$ cat config.mk
export PLATFORM = sky130hd
export DESIGN_NAME = oale_cell
export DESIGN_NICKNAME = d
export VERILOG_FILES = /design/src/hdl/oale_pkg.sv /design/src/hdl/oale_cell.sv
export SDC_FILE = /design/constraint.sdc
export NUM_CORES = 1
export LEC_CHECK = 0
export ABC_AREA = 1
export BUFFER_PORTS_ARGS = -buffer_cell sky130_fd_sc_hd__buf_4
export CORE_ASPECT_RATIO = 0.5
export CORE_MARGIN = 10
export CORE_UTILIZATION = 39
export DETAILED_ROUTE_END_ITERATION = 16
export PLACE_DENSITY_LB_ADDON = 0.1
export SETUP_SLACK_MARGIN = 0.02
export SYNTH_ARGS = -nofsm -noshare
export SYNTH_HDL_FRONTEND = slang
export SYNTH_SLANG_ARGS = --single-unit
$ cat constraint.sdc
create_clock -name clk -period 2.6 [get_ports clk]
set_clock_uncertainty 0.15 [all_clocks]
set_input_delay 0.52 -clock clk [delete_from_list [all_inputs] [get_ports clk]]
set_output_delay 0.52 -clock clk [all_outputs]
set_load 0.005 [all_outputs]
$ cat src/hdl/oale_pkg.sv
// Package for the ordered array list engine.
// Holds operation, status, cell and sequencer codes shared by the cell and the top level.
// No dependencies.
package oale_pkg;

	typedef enum logic [2:0] {
		OP_INSERT  = 3'd0,
		OP_DEL_POS = 3'd1,
		OP_DEL_VAL = 3'd2,
		OP_READ    = 3'd3,
		OP_SEARCH  = 3'd4,
		OP_SORT    = 3'd5
	} op_t;

	typedef enum logic [2:0] {
		STS_OK       = 3'd0,
		STS_FULL     = 3'd1,
		STS_EMPTY    = 3'd2,
		STS_BADPOS   = 3'd3,
		STS_NOTFOUND = 3'd4
	} status_t;

	typedef enum logic [2:0] {
		CELL_HOLD,
		CELL_ROTATE,
		CELL_INSERT,
		CELL_REMOVE,
		CELL_SORT
	} cell_mode_t;

	typedef struct packed {
		cell_mode_t         mode;
		logic               parity;
		logic signed [31:0] value;
	} cell_ctrl_t;

	typedef enum logic [1:0] {
		S_IDLE,
		S_SCAN,
		S_SORT,
		S_APPLY
	} seq_state_t;

endpackage

$ cat src/hdl/oale_cell.sv
// One list cell: holds a single entry and trades it with its two neighbors.
// Depends on oale_pkg for the cell control struct.
module oale_cell
	import oale_pkg::*;
#(
	parameter int DEPTH = 64,
	parameter int IDX   = 0
) (
	input  logic                         clk,
	input  cell_ctrl_t                   ctrl,
	input  logic [$clog2(DEPTH)-1:0]     sel_pos,
	input  logic [$clog2(DEPTH+1)-1:0]   count,
	input  logic signed [31:0]           left_data,
	input  logic signed [31:0]           right_data,
	output logic signed [31:0]           data
);

	localparam int IW = $clog2(DEPTH);
	localparam int CW = $clog2(DEPTH + 1);
	localparam logic [IW-1:0] IDX_P    = IW'(IDX);
	localparam logic [CW-1:0] IDX_C    = CW'(IDX);
	localparam logic [CW-1:0] IDX_NEXT = CW'(IDX + 1);
	localparam logic          IS_ODD   = 1'(IDX % 2);
	localparam logic          HAS_LEFT = (IDX > 0);

	logic signed [31:0] data_q;
	logic signed [31:0] data_nxt;
	logic               lower_swap;
	logic               upper_swap;

	assign lower_swap = (IS_ODD == ctrl.parity) && (IDX_NEXT < count) && (data_q > right_data);
	assign upper_swap = HAS_LEFT && (IS_ODD != ctrl.parity) && (IDX_C < count)
		&& (left_data > data_q);

	always_comb begin
		data_nxt = data_q;
		unique case (ctrl.mode)
			CELL_HOLD: data_nxt = data_q;
			CELL_ROTATE: data_nxt = right_data;
			CELL_INSERT: begin
				if (IDX_P > sel_pos) begin
					data_nxt = left_data;
				end else if (IDX_P == sel_pos) begin
					data_nxt = ctrl.value;
				end
			end
			CELL_REMOVE: begin
				if (IDX_P >= sel_pos) begin
					data_nxt = right_data;
				end
			end
			CELL_SORT: begin
				if (lower_swap) begin
					data_nxt = right_data;
				end else if (upper_swap) begin
					data_nxt = left_data;
				end
			end
			default: data_nxt = data_q;
		endcase
	end

	always_ff @(posedge clk) begin
		data_q <= data_nxt;
	end

	assign data = data_q;

endmodule

==> summary.txt, run 1 <==
Global route
  • Overflow after GRT: 0
  • First-pass GRT wire length: slightly below 10 mm
  • GRT Max-Usage Layer: met2
  • Met2 global-route usage: 0.2232
  • Largest net degree at the start of global routing: 24
  • Gr usage total: 0.1260
  • Met1 Use GR: 0.1407
  • Vias in the first global route: 2148
  • Initial antenna violation count: 0
  • GRT met3 Usage: 0.05169

Cells and area
  • Nets: 526
  • Commonest non-fill, non-tap cell in the layout: buf_4
  • Layout cell share with drive strength beyond 1: 0.3570
  • Max reg flops: 32
  • Antenna cells: 0
  • Most frequent cells in the layout: buf_4 (114), a21oi_1 (44), nor2_1 (43)
  • Fillers: 501
  • Fin area: between 0.003 and 0.004 mm^2
  • Synth-to-Final Area Change: 49.05%

Floorplanning
  • Die H: around 74 um
  • CORE AREA: 0.005539 mm^2
  • FP Rows: 19
  • Starting density of the core: 0.4057
  • # IOs: about 150
  • Die area: 0.009383 mm^2
  • Die width: ~130 um

Logic synthesis
  • Synth Flop Type: edfxtp_1
  • EDFF count, synth: 32
  • Adder and majority cell fraction of the synthesized area: 0.1782
  • Post-synthesis mux area share: 0.005011
  • Simple-Gate Fraction of Synth Area: 0.1860
  • Synth Area in Compound Gates: 0.1214
  • Asr flop ratio synth: 0
  • Synthesized area per cell: 8.544 um^2
  • Synth Register Bits: 32
  • Syn_nets: slightly above 400
  • Largest family of logic cells by synthesized area: simple AND/OR/NAND/NOR gates
  • Xor/xnor share of the synthesized area: 0
  • Sequential element share of the synthesized area: 0.4276
  • YS warnings: 0
  • Post-Syn Area: 0.002247 mm^2
  • Cells after Synth: about 260
  • Synth cell types: 24

STA
  • Fmax: approximately 440 MHz
  • Worst Max-Slew Pin Slew: about 0.43 ns
  • Final TNS setup: 0 ns
  • Fin crit share: 0.8800
  • Relative slew slack: 0.7134
  • Slew Limit Fails: 0
  • Hold Vio Cnt, Final: 0
  • Fin crit period: 2.288 ns
  • Setup violators final: 0
  • Hold_ws: 0.3926 ns
  • RSZ-0062 raised after global routing: false

Detailed routing
  • Antenna viol nets, final: 0
  • Via count: 2083
  • Final WL: 6.188 mm
  • DR iter-0 viols: 58
  • Drt drc: 0
  • Mean routed wirelength per cell: about 14 um
  • Drt first pass iters: 4
  • Vias per inst: 4.588

CTS
  • CTS resizes: 0
  • Post-CTS Hold Fix Bufs: 0
  • CTS Buf Count: 5
  • Root Driver: clkbuf_16
  • Clk_lat worst skew: between 0.2 and 0.3 ns
  • CTS Sinks: 32
  • Clk slew on worst S/H paths: approximately 0.050 ns
  • H-tree depth: 2
  • Postcts setup bufs: 0
  • Buffer depth of the longest clock path: 2
  • CTS tree: done

Worst setup path
  • Startpoint types: flip-flop
  • R2r startpoint: data[23]
  • R2r endpoint: data[30]
  • Worst Setup End Kind: flip-flop
  • Critical path type: flip-flop to flip-flop
  • Worst EP required: 2.42 ns
  • Worst Path Arrival: around 2.1 ns
  • Critical Path Source: data[23]
  • Critical path fanouts, max: 18
  • Critical Path End: data[30]
  • Reg2reg path depth: 10
  • R2R Setup Slk: 0.31 ns

Power
  • P_sw: 367.1 uW
  • Combinational share of power: 0.223
  • Sequential Power Share: 0.412
  • Clock network fraction of total power: 0.365
  • Total leakage power: approximately 1.7 nW
  • Peak VDD IR: 0.3622 mV
  • Switch share: 0.2424
  • Internal: 1.148 mW
  • Pwr Density: 452.3 mW/mm^2

Place
  • # port buffers: 112
  • Post-detail-place hpwl: 5.236 mm
  • GP Congestion: 0.7508
  • Placement Cell Area: 0.003213 mm^2

Run status
  • Status: complete, no violations

Worst hold path
  • Min-delay worst type: input port to flip-flop

Job
  • Max Cap Violations: 0
-- cell type report --
class                           count  area [um^2]  share of cell area
Clock inverter                      1        3.754            0.001121
Tap cell                           73        91.34             0.02727
Sequential cell                    32        960.9              0.2869
Multi-Input combinational cell    183         1107              0.3306
Timing Repair Buffer              116        895.9              0.2675
Clock buffer                        7        132.6             0.03960
Inverter                           42        157.7             0.04707
-- power by group through the flow --
| stage | registers (mW) | clock network [mW] | logic (mW) |
|---|---|---|---|
| 2_1_floorplan | 0.635 | 0 | 0.156 |
| 3_5_place_dp | 0.634 | 0 | 0.342 |
| 3_3_place_gp | 0.632 | 0 | 0.335 |
| 5_1_grt | 0.627 | 0.592 | 0.388 |
| 6_report | 0.624 | 0.553 | 0.338 |
| 4_1_cts | 0.624 | 0.566 | 0.345 |
-- cells by family after synthesis --
family / Yosys count
mux: 1
simple gates: 99
compound gates: 51
fa+ha+maj: 32
flops: 32
buf+inv: 48
-- worst min-delay path by stage --
stage          cells past startpoint  startpoint      end
2_1_floorplan                      1     ctrl[0]  data[0]
3_3_place_gp                       2     ctrl[0]  data[0]
3_5_place_dp                       2     ctrl[0]  data[0]
4_1_cts                            2     ctrl[0]  data[0]
5_1_grt                            2     ctrl[0]  data[0]
6_report                           2     ctrl[0]  data[0]
-- Yosys cell counts (2+ instances only) --
| cell | count | share of area |
|---|---|---|
| nor2_2 | 3 | 0.0084 |
| nand4_1 | 2 | 0.0056 |
| inv_1 | 38 | 0.063 |
| nand3_1 | 5 | 0.011 |
| ha_1 | 32 | 0.18 |
| edfxtp_1 | 32 | 0.43 |
| nand2_1 | 40 | 0.067 |
| nand2_2 | 2 | 0.0056 |
| o21ai_0 | 2 | 0.0045 |
| inv_2 | 3 | 0.0050 |
| clkbuf_1 | 3 | 0.0050 |
| nor4_1 | 2 | 0.0056 |
| a21oi_1 | 44 | 0.098 |
| nor2_1 | 43 | 0.072 |
| buf_2 | 3 | 0.0067 |
-- critical path, cell delays in order (launching register included) --
cell and delay, ns:
edfxtp_1 0.39, ha_1 0.31, nand2_1 0.07, nor2_1 0.21, nand2_1 0.11, nor3b_2 0.19, nand2_1 0.09, nand3_1 0.08
nand3_1 0.10, nand2_2 0.12, buf_12 0.18
-- through the flow --
step,utilization,setup WS (ns),power [mW],cells
global placement,0.5801,0.1138,0.9675,446
global route,0.6047,0.07385,1.607,454
CTS,0.6047,0.2930,1.536,454
detailed placement,0.5801,0.07778,0.9767,446
finish,0.6047,0.3121,1.515,454
floorplan,-,0.1469,0.7915,263
-- metal layers --
layer / share of wire / routed length [um]
met4: 0.0053 / 33
met3: 0.087 / 539
met5: 0 / 0
met1: 0.42 / 2578
met2: 0.49 / 3036
(Power assumes the default switching activity.)
==> inputs of run 2 (changes only) <==
Settings changed: ABC_CLOCK_PERIOD_IN_PS set to 2600, MAX_ROUTING_LAYER set to met4.
==> summary.txt, run 2 (synthesized netlist as in run 1, its figures left out) <==
Cells and area
  • Max reg flops: 32 (unchanged)
  • Most frequent cells in the layout: buf_4 (114), a21oi_1 (44), nor2_1 (43) (unchanged)
  • Synth-to-Final Area Change: 49.05% (unchanged)
  • Commonest non-fill, non-tap cell in the layout: buf_4 (unchanged)
  • Layout cell share with drive strength beyond 1: 0.3570 (unchanged)
  • Antenna cells: 0 (unchanged)
  • Nets: 526 (unchanged)

Power
  • Total leakage power: 1.688 nW (unchanged)
  • Pwr Total: 1.517 mW (was 1.515 mW)
  • Pwr Density: 452.9 mW/mm^2 (was 452.3 mW/mm^2)
  • Peak VDD IR: 0.3654 mV (was 0.3622 mV)

CTS
  • Post-CTS Hold Fix Bufs: 0 (unchanged)
  • Clk_lat worst skew: 0.27 ns (about the same)
  • Postcts setup bufs: 0 (unchanged)
  • CTS Sinks: 32 (unchanged)
  • H-tree depth: 2 (unchanged)
  • Buffer depth of the longest clock path: 2 (unchanged)
  • CTS resizes: 0 (unchanged)
  • CTS tree: done (unchanged)
  • CTS Buf Count: 5 (unchanged)
  • Root Driver: clkbuf_16 (unchanged)
  • Clk slew on worst S/H paths: 0.05 ns (about the same)

Place
  • Post-detail-place hpwl: 5.236 mm (unchanged)
  • # port buffers: 112 (unchanged)
  • GP Congestion: 0.7604 (was 0.7508)
  • Pre-CTS setup slack: 0.07778 ns (unchanged)

Global route
  • Gr usage total: 0.1297 (was 0.1260)
  • GRT Max-Usage Layer: met2 (unchanged)
  • Met2 global-route usage: 0.2238 (was 0.2232)
  • Initial antenna violation count: 0 (unchanged)
  • Met1 Use GR: 0.1433 (was 0.1407)
  • Largest net degree at the start of global routing: 24 (unchanged)
  • First-pass GRT wire length: 9.729 mm (was 9.735 mm)
  • GRT met3 Usage: 0.04666 (was 0.05169)
  • Vias in the first global route: 2152 (was 2148)
  • Overflow after GRT: 0 (unchanged)

STA
  • Fin crit period: 2.290 ns (was 2.288 ns)
  • Worst Max-Slew Pin Slew: 0.4284 ns (was 0.4283 ns)
  • Hold Vio Cnt, Final: 0 (unchanged)
  • Setup WS post-layout: 0.3103 ns (was 0.3121 ns)
  • Hold_ws: 0.3930 ns (was 0.3926 ns)
  • Slew Limit Fails: 0 (unchanged)
  • Fmax: 436.7 MHz (was 437.1 MHz)
  • Relative slew slack: 0.7134 (about the same)
  • Setup violators final: 0 (unchanged)
  • Final TNS setup: 0 ns (unchanged)
  • Fin crit share: 0.8807 (was 0.8800)
  • RSZ-0062 raised after global routing: false (unchanged)

Detailed routing
  • Drt first pass iters: 4 (unchanged)
  • Via count: 2088 (was 2083)
  • Antenna viol nets, final: 0 (unchanged)
  • Mean routed wirelength per cell: 13.65 um (was 13.63 um)
  • Final WL: 6.198 mm (was 6.188 mm)
  • Vias per inst: 4.599 (was 4.588)
  • Drt drc: 0 (unchanged)
  • DR iter-0 viols: 60 (was 58)

Worst hold path
  • WHS Endpoint: data[0] (unchanged)
  • HP Start: ctrl[0] (unchanged)
  • Min-delay worst type: input port to flip-flop (unchanged)
  • Hold path depth: 2 (unchanged)

Worst setup path
  • Critical path fanouts, max: 18 (unchanged)
  • Worst EP required: 2.43 ns (was 2.42 ns)
  • Worst Path Arrival: 2.12 ns (was 2.11 ns)
  • Startpoint types: flip-flop (unchanged)
  • Critical path type: flip-flop to flip-flop (unchanged)
  • R2r endpoint: data[7] (was data[30])
  • R2r startpoint: data[23] (unchanged)
  • R2R Setup Slk: 0.31 ns (about the same)
  • Worst Setup End Kind: flip-flop (unchanged)
  • Reg2reg path depth: 10 (unchanged)

Floorplanning
  • CORE AREA: 0.005539 mm^2 (unchanged)
  • Die H: 73.68 um (unchanged)
  • Starting density of the core: 0.4057 (unchanged)
  • # IOs: 146 (unchanged)
  • Die width: 127.4 um (unchanged)
  • Die area: 0.009383 mm^2 (unchanged)
  • FP Rows: 19 (unchanged)

Job
  • Max Cap Violations: 0 (unchanged)

Run status
  • Status: complete, no violations (unchanged)
run 2: cell counts in the layout (fill, tap and decap cells not counted):
Identical to the previous run, type by type.
run 2: through the flow:
stage | std cells | cell area (um^2) | util
after floorplan | 263 | 2250 | -
after global placement | 446 | 3213 | 0.5801
after detailed placement | 446 | 3213 | 0.5801
after CTS | 454 | 3349 | 0.6047
after global routing | 454 | 3349 | 0.6047
final | 454 | 3349 | 0.6047
run 2: worst max-delay path: stages (launching register included):
cell and delay, ns:
edfxtp_1 0.39, ha_1 0.31, nand2_1 0.07, nor2_1 0.21, nand2_1 0.11, nor3b_2 0.19, nand2_1 0.09, nand3_1 0.08
nand3_1 0.10, nand2_2 0.12, buf_12 0.18
run 2: worst max-delay path by stage:
stage / startpoint / to / slack (ns)
3_5_place_dp: right_data[23] / data[9] / 0.08
5_1_grt: data[23] / data[7] / 0.07
2_1_floorplan: right_data[31] / data[0] / 0.15
3_3_place_gp: right_data[23] / data[26] / 0.11
4_1_cts: data[23] / data[28] / 0.29
6_report: data[23] / data[7] / 0.31
run 2: area by class of cell:
cell class | count | area, um^2
clock buffers | 7 | 132.6
clock inverters | 1 | 3.754
fillers | 501 | 2190
inverters | 42 | 157.7
multi-input cells | 183 | 1107
flip-flops and latches | 32 | 960.9
well taps | 73 | 91.34
repair buffers | 116 | 895.9
run 2: layer usage:
metal | share of wire | vias to the layer above
li1 | - | 1116
met2 | 0.49 | 58
met4 | 0.0050 | 0
met3 | 0.079 | 4
met5 | 0 | -
met1 | 0.43 | 910
run 2: power breakdown:
part / leakage [nW] / switching (mW) / internal (mW) / total (mW)
Clock: 0.0655 / 0.203 / 0.352 / 0.555
Combinational: 1.33 / 0.151 / 0.187 / 0.338
Sequential: 0.298 / 0.0155 / 0.609 / 0.624
Total: 1.69 / 0.369 / 1.15 / 1.52
